$ cat src/rtl/depth_to_color_registration_unit_macros.svh
// Assertion shorthands shared by the block.
`ifndef DEPTH_TO_COLOR_REGISTRATION_UNIT_MACROS_SVH
`define DEPTH_TO_COLOR_REGISTRATION_UNIT_MACROS_SVH

// Same-cycle implication, off while in reset.
`define DTC_ASSERT_NOW(lbl, clk, rstn, ante, cons, msg) \
  lbl: assert property (@(posedge clk) disable iff (!rstn) (ante) |-> (cons)) else $error(msg);

// Next-cycle implication, off while in reset.
`define DTC_ASSERT_NEXT(lbl, clk, rstn, ante, cons, msg) \
  lbl: assert property (@(posedge clk) disable iff (!rstn) (ante) |=> (cons)) else $error(msg);

`endif

$ cat src/rtl/dtc_pkg.sv
package dtc_pkg;

  localparam int unsigned DEF_DISTANCE_ENTRIES = 2048;
  localparam int unsigned DEF_FRAME_WIDTH      = 640;
  localparam int unsigned DEF_FRAME_HEIGHT     = 480;

  localparam int unsigned NO_READING = 2047;

  // field and datapath widths
  localparam int X_W       = 10;
  localparam int Y_W       = 9;
  localparam int RAW_W     = 11;
  localparam int ADDR_W    = 20;
  localparam int DIST_W    = 16;
  localparam int OX_W      = 19;
  localparam int OY_W      = 18;
  localparam int OXD_W     = OX_W + DIST_W;
  localparam int OYD_W     = OY_W + DIST_W;
  localparam int PXF_W     = OXD_W + 21;
  localparam int PYF_W     = OYD_W + 21;
  localparam int D_W       = 31;
  localparam int ROT_W     = 25;
  localparam int PROD_W    = D_W + ROT_W;
  localparam int SUM_W     = PROD_W + 2;
  localparam int QZ_W      = 34;
  localparam int NUM_W     = 52;
  localparam int DEN_W     = QZ_W + 8;
  localparam int REM_W     = 56;
  localparam int QUOT_BITS = 14;
  localparam int QUOT_W    = QUOT_BITS + 2;
  localparam int DIV_STEPS = 2;
  localparam int DIV_STAGES = QUOT_BITS / DIV_STEPS;
  localparam int P_W       = 25;

  // pipeline stage numbers
  localparam int ST_ROM     = 0;
  localparam int ST_OFS     = 1;
  localparam int ST_PROJ    = 6;
  localparam int ST_DIV0    = ST_PROJ + 1;
  localparam int DIV_LAT    = DIV_STAGES + 2;
  localparam int ST_CLAMP   = ST_DIV0 + DIV_LAT;
  localparam int ST_OUT     = ST_CLAMP + 1;
  localparam int NUM_STAGES = ST_OUT + 1;
  localparam int XFORM_LAT  = ST_PROJ - ST_OFS + 1;

  localparam longint HALF_PI_Q30 = 64'sd1686629713;
  localparam longint K3_Q30      = 64'sd1273779926;

  localparam logic signed [ROT_W-1:0] ROT_Q24 [3][3] = '{
    '{ 25'sd16774637,  25'sd21199,    -25'sd293387 },
    '{ -25'sd24795,    25'sd16775939, -25'sd205544 },
    '{ 25'sd293105,    25'sd205946,   25'sd16773391 } };
  localparam logic signed [15:0] TRANS_Q8 [3] = '{ 16'sd5116, -16'sd191, -16'sd2795 };

  typedef enum logic [3:0] {
    REG_INV_FOCAL_DEPTH_X = 4'd0,
    REG_INV_FOCAL_DEPTH_Y = 4'd1,
    REG_CENTER_DEPTH_X    = 4'd2,
    REG_CENTER_DEPTH_Y    = 4'd3,
    REG_FOCAL_COLOR_X     = 4'd4,
    REG_FOCAL_COLOR_Y     = 4'd5,
    REG_CENTER_COLOR_X    = 4'd6,
    REG_CENTER_COLOR_Y    = 4'd7
  } cfg_reg_e;

  typedef struct packed {
    logic [X_W-1:0]   pixel_x;
    logic [Y_W-1:0]   pixel_y;
    logic [RAW_W-1:0] raw_depth;
  } pixel_t;

  typedef struct packed {
    logic [X_W-1:0]    color_x;
    logic [Y_W-1:0]    color_y;
    logic [ADDR_W-1:0] color_address;
    logic              has_depth;
  } color_t;

  typedef struct packed {
    logic [3:0]  index;
    logic [19:0] value;
  } cfg_word_t;

  typedef struct packed {
    logic [19:0] inv_focal_depth_x;
    logic [19:0] inv_focal_depth_y;
    logic [17:0] center_depth_x;
    logic [16:0] center_depth_y;
    logic [17:0] focal_color_x;
    logic [17:0] focal_color_y;
    logic [17:0] center_color_x;
    logic [16:0] center_color_y;
  } cfg_regs_t;

  localparam cfg_regs_t CFG_RESET = '{
    inv_focal_depth_x: 20'd28234,
    inv_focal_depth_y: 20'd28386,
    center_depth_x:    18'd86863,
    center_depth_y:    17'd62141,
    focal_color_x:     18'd135479,
    focal_color_y:     18'd134544,
    center_color_x:    18'd84209,
    center_color_y:    17'd68475 };

  // round to nearest by 2^24, halves away from zero
  function automatic logic signed [63:0] round_shr24(logic signed [63:0] v);
    logic signed [63:0] half;
    half = 64'sd8388608;
    if (v >= 0) begin
      return (v + half) >>> 24;
    end
    return -((-v + half) >>> 24);
  endfunction

endpackage

$ cat src/rtl/dtc_divider.sv
module dtc_divider import dtc_pkg::*; (
  input  logic                     clk_i,
  input  logic [DIV_LAT-1:0]       en_i,
  input  logic signed [NUM_W-1:0]  num_i,
  input  logic signed [QZ_W-1:0]   den_i,
  output logic signed [QUOT_W-1:0] quot_o
);

  localparam int MagW = QUOT_BITS + 1;

  logic [NUM_W-1:0]     an_q;
  logic [DEN_W-1:0]     ad_q;
  logic                 neg0_q, zero0_q;
  logic [QZ_W-1:0]      den_abs_c;
  logic [REM_W-1:0]     n_sum_c;

  logic [REM_W-1:0]     rem_q [DIV_STAGES+1];
  logic [QUOT_BITS-1:0] quo_q [DIV_STAGES+1];
  logic [DEN_W-1:0]     dv_q  [DIV_STAGES+1];
  logic [DIV_STAGES:0]  sat_q, neg_q, zero_q;
  logic [MagW-1:0]      mag_c;

  assign den_abs_c = den_i[QZ_W-1] ? QZ_W'(-den_i) : QZ_W'(den_i);
  // rounding half of the divisor goes into the dividend
  assign n_sum_c   = REM_W'(an_q) + REM_W'(ad_q >> 1);

  always_ff @(posedge clk_i) begin
    if (en_i[0]) begin
      an_q    <= num_i[NUM_W-1] ? NUM_W'(-num_i) : NUM_W'(num_i);
      ad_q    <= {den_abs_c, 8'd0};
      neg0_q  <= num_i[NUM_W-1] ^ den_i[QZ_W-1];
      zero0_q <= (den_i == '0);
    end
    if (en_i[1]) begin
      rem_q[0]  <= n_sum_c;
      quo_q[0]  <= '0;
      dv_q[0]   <= ad_q;
      sat_q[0]  <= (n_sum_c >= (REM_W'(ad_q) << QUOT_BITS));
      neg_q[0]  <= neg0_q;
      zero_q[0] <= zero0_q;
    end
  end

  for (genvar s = 0; s < DIV_STAGES; s++) begin : g_step
    logic [REM_W-1:0]     rem_d;
    logic [QUOT_BITS-1:0] quo_d;

    always_comb begin
      rem_d = rem_q[s];
      quo_d = quo_q[s];
      for (int k = 0; k < DIV_STEPS; k++) begin
        if (rem_d >= (REM_W'(dv_q[s]) << (QUOT_BITS - 1 - s * DIV_STEPS - k))) begin
          rem_d = rem_d - (REM_W'(dv_q[s]) << (QUOT_BITS - 1 - s * DIV_STEPS - k));
          quo_d[QUOT_BITS - 1 - s * DIV_STEPS - k] = 1'b1;
        end
      end
    end

    always_ff @(posedge clk_i) begin
      if (en_i[s+2]) begin
        rem_q[s+1]  <= rem_d;
        quo_q[s+1]  <= quo_d;
        dv_q[s+1]   <= dv_q[s];
        sat_q[s+1]  <= sat_q[s];
        neg_q[s+1]  <= neg_q[s];
        zero_q[s+1] <= zero_q[s];
      end
    end
  end

  // saturate far past the frame; a zero divisor projects to the center
  assign mag_c  = sat_q[DIV_STAGES] ? (MagW'(1) << QUOT_BITS) : {1'b0, quo_q[DIV_STAGES]};
  assign quot_o = zero_q[DIV_STAGES] ? '0 :
                  neg_q[DIV_STAGES]  ? -$signed(QUOT_W'(mag_c)) : $signed(QUOT_W'(mag_c));

endmodule

$ cat config.mk
export PLATFORM = sky130hd
export DESIGN_NAME = dtc_divider
export DESIGN_NICKNAME = d
export VERILOG_FILES = /design/src/rtl/depth_to_color_registration_unit_macros.svh /design/src/rtl/dtc_pkg.sv /design/src/rtl/dtc_divider.sv
export SDC_FILE = /design/constraint.sdc
export NUM_CORES = 2
export LEC_CHECK = 0
export ABC_AREA = 1
export BUFFER_PORTS_ARGS = -buffer_cell sky130_fd_sc_hd__buf_2
export CORE_UTILIZATION = 33
export CTS_CLUSTER_SIZE = 25
export DETAILED_ROUTE_END_ITERATION = 10
export PLACE_DENSITY = 0.59
export SETUP_SLACK_MARGIN = 0.2
export SLEW_MARGIN = 20
export SYNTH_ARGS = -nofsm -noshare
export SYNTH_HDL_FRONTEND = slang
export SYNTH_SLANG_ARGS = --single-unit
$ cat constraint.sdc
create_clock -name clk_i -period 4.8 [get_ports clk_i]
set_clock_uncertainty 0.15 [all_clocks]
set_input_delay 0.72 -clock clk_i [delete_from_list [all_inputs] [get_ports clk_i]]
set_output_delay 0.72 -clock clk_i [all_outputs]
set_load 0.02 [all_outputs]
==> flow_metrics.env <==
export IMPL_outcome="finished, violations left"
export IMPL_violations="setup timing"
export IMPL_antenna_found_initial=7
export IMPL_p_per_area_nw_per_um2=804
export IMPL_drc=0
export IMPL_cts_root_buf="clkbuf_16"
export IMPL_cts_tree="built"
export IMPL_numPortBuffers=111
export IMPL_cp_slowest_cell="edfxtp_1"
export IMPL_synth_warnings=0
export IMPL_whs_ns=0.0900
export IMPL_dpl_instance_area_um2=91000
export IMPL_fillCellCount=18600
export IMPL_p_leak_nw=48.5
export IMPL_fin_crit_sh_pct=108
export IMPL_synth_top_cell_by_area="edfxtp_1"
export IMPL_synth_seq_area_share_pct=35.7
export IMPL_crit_buf_inv=8
export IMPL_synth_mux_area_share_pct=0
export IMPL_place_congestion=0.990
export IMPL_routed_wl_um=293000
export IMPL_crit_family="simple AND/OR/NAND/NOR gates"
export IMPL_min_delay_start="den_i[31]"
export IMPL_async_flop_share_pct=0
export IMPL_dp_cells=14300
export IMPL_layout_setup_ws_ns=-0.376
export IMPL_layout_commonest_cell="buf_4"
export IMPL_pre_cts_ws_ns=-0.862
export IMPL_die_area_um2=204000
export IMPL_die_h_um=452
export IMPL_viasPerCell=5.02
export IMPL_final_hold_viol_count=0
export IMPL_cts_sinks=795
export IMPL_synth_cells=8917
export IMPL_grt_overflow_total=0
export IMPL_setup_viol=208
export IMPL_reg2reg_slack_ns=-0.38
export IMPL_core_area_um2=200000
export IMPL_synth_distinct_cells=63
export IMPL_min_to="ad_q[39]"
export IMPL_clock_fmax_mhz=193
export IMPL_critPathRequiredTime_ns=5.17
export IMPL_syn_area_per_cell_um2=7.50
export IMPL_worstSetupPathType="register to register"
export IMPL_ys_flop_type="edfxtp_1"
export IMPL_fin_area_um2=106000
export IMPL_detailed_place_hpwl_um=236000
export IMPL_rsz0062_at_grt="yes"
export IMPL_cp_max_fo=8
export IMPL_start_kind="register"
export IMPL_synth_top_family_by_area="simple AND/OR/NAND/NOR gates"
export IMPL_synthAdderAreaFrac_pct=10.6
export IMPL_crit_path_end_kind="register"
export IMPL_grtUsageTotal_pct=26.9
export IMPL_vias=74700
export IMPL_rr_endpoint="rem_q[1][23]"
export IMPL_power_mw=85.4
export IMPL_synth_top_cell_area_share_pct=35.7
export IMPL_hp_class="primary input to register"
export IMPL_hold_depth=3
export IMPL_die_w_um=452
export IMPL_syn_area_um2=66900
export IMPL_fin_cells=14900
export IMPL_maxSlewHeadroom_pct=37.6
export IMPL_synth_seq_cells=795
export IMPL_area_delta_synth_final_pct=58.9
export IMPL_grt_pass1_vias=71700
export IMPL_start_util_pct=33.4
export IMPL_worstMarginPinSlew_ns=0.936
export IMPL_fin_crit_ns=5.18
export IMPL_synth_simple_area_share_pct=24.3
export IMPL_io_pins=112
export IMPL_drt_iter0_drc=5633
export IMPL_worstRegToRegCells=33
export IMPL_layout_common_cells="buf_4 (2966), nand2_1 (1896), inv_1 (1036), nor2_1 (803), edfxtp_1 (795)"
export IMPL_wl_per_cell_um=19.7
export IMPL_cts_buffers=95
export IMPL_worst_path_most_repeated_cell="nand2_2"
export IMPL_final_nets=12800
export IMPL_synth_fp_nets=9569
export IMPL_r2r_start="rem_q[0][23]"
export IMPL_clkTransAtPathRegs_ns=0.06
export IMPL_drt_antenna_violating_nets=0
export IMPL_drt_pass1_iterations=8
export IMPL_num_rows=164
export IMPL_maxCapViolCount=0
export IMPL_synth_xor_area_share_pct=7.09
export IMPL_drv_slew=0
export IMPL_synth_area_leaders="edfxtp_1 (36%), nand2_1 (12%), ha_1 (10%), inv_1 (6.6%), a21oi_1 (5.5%)"
export IMPL_peakVddDrop_mv=0.414
export IMPL_htree_levels=3
export IMPL_synth_compound_area_share_pct=14.8
export IMPL_clk_latency_ns=0.79
export IMPL_worstPathArrival_ns=5.55
export IMPL_final_layout_size_suffix_gt1_share_pct=39.8
export IMPL_grt_start_max_net_pins=98
export IMPL_clockBufferDepth=3
export IMPL_max_stage_delay_ns=0.48
export IMPL_synth_edf_count=795
export IMPL_fin_util_pct=53.0
export IMPL_grt_first_pass_wirelength_um=422000
export IMPL_final_setup_tns_ns=-22.20
-- metal layers --
metal / GRT usage, % / wire, um
met4: 10.0 / 13000
met3: 3.43 / 15800
met2: 46.1 / 139000
met1: 34.5 / 126000
met5: 0 / 17
-- synth_stat cells (8+ instances only) --
library cell	instances
nor2_2	11
o21ai_0	674
inv_1	1167
a21oi_1	738
nor4_1	46
fa_1	14
o21bai_1	48
ha_1	542
nand3_1	374
nor2_1	949
nor3_1	118
xnor2_1	276
a211oi_1	8
clkbuf_1	53
buf_4	15
o211ai_1	17
a21boi_0	21
nand3b_1	16
inv_2	17
or2_2	25
o21a_1	26
nand2_1	2167
edfxtp_1	795
xor2_1	265
and3_1	11
a21o_1	51
nand4_1	123
o21ai_1	74
buf_2	19
o21ai_2	36
a31oi_1	90
nand2_2	42
-- power by group --
| group | switching [mW] | internal [mW] | total, mW |
|---|---|---|---|
| clock network | 3.35 | 4.63 | 7.97 |
| logic | 33.1 | 32.1 | 65.3 |
| registers | 1.67 | 10.5 | 12.2 |
| total | 38.2 | 47.2 | 85.4 |
-- kinds of logic after synthesis --
kind of cell,Yosys count
AOI/OAI and AO/OA,1821
DFF,795
xor gates and xnor gates,541
adders and majority gates,556
and+or+nand+nor,3913
buffers and inverters,1291
-- timing repair --
action / in CTS / in global routing
setup endpoints to repair: 253 / 254
endpoints found under the hold margin: 2 / 0
resized for setup: 821 / 1206
pin swaps: 168 / 345
gates cloned: 22 / 19
hold buffers: 2 / 0
setup buffers: 143 / 221
-- worst register-to-register path, delay by kind of cell, from the launching register on --
kind / cells / cell delay, ns
and+or+nand+nor: 15 / 1.68
AOI/OAI and AO/OA: 8 / 0.87
DFF: 1 / 0.48
adders and majority gates: 2 / 0.70
buffers and inverters: 8 / 1.06
-- worst max path at each step --
stage | startpoint | end | slack, ns | cells after the start
global placement | dv_q[0][13] | rem_q[1][21] | -0.88 | 26
floorplan | dv_q[0][14] | rem_q[1][40] | 0.21 | 30
CTS | dv_q[0][14] | rem_q[1][35] | -0.22 | 33
global route | dv_q[0][14] | rem_q[1][47] | -0.48 | 31
detailed placement | rem_q[2][17] | rem_q[3][34] | -0.86 | 29
finish | rem_q[0][23] | rem_q[1][23] | -0.38 | 33
-- sequential cells by signal, summed over array words and instances (netlist names) --
name and flops:
rem_q 389, quo_q 56, an_q 52, zero0_q 1, dv_q 238, sat_q 8
neg0_q 1, zero_q 8, ad_q 34, neg_q 8
-- final cells by class --
type,instances,area (um^2),area share (%)
Antenna cell,3,7.51,0.00707
Clock buffer,101,2400,2.26
Clock inverter,76,1040,0.978
Inverter,1184,4500,4.23
Multi-Input combinational cell,6831,45200,42.6
Sequential cell,795,23900,22.5
Tap cell,2656,3320,3.13
Timing Repair Buffer,3249,25800,24.3
Timing Repair inverter,4,47.5,0.0448
No activity file was read; power rests on OpenSTA's default activity.
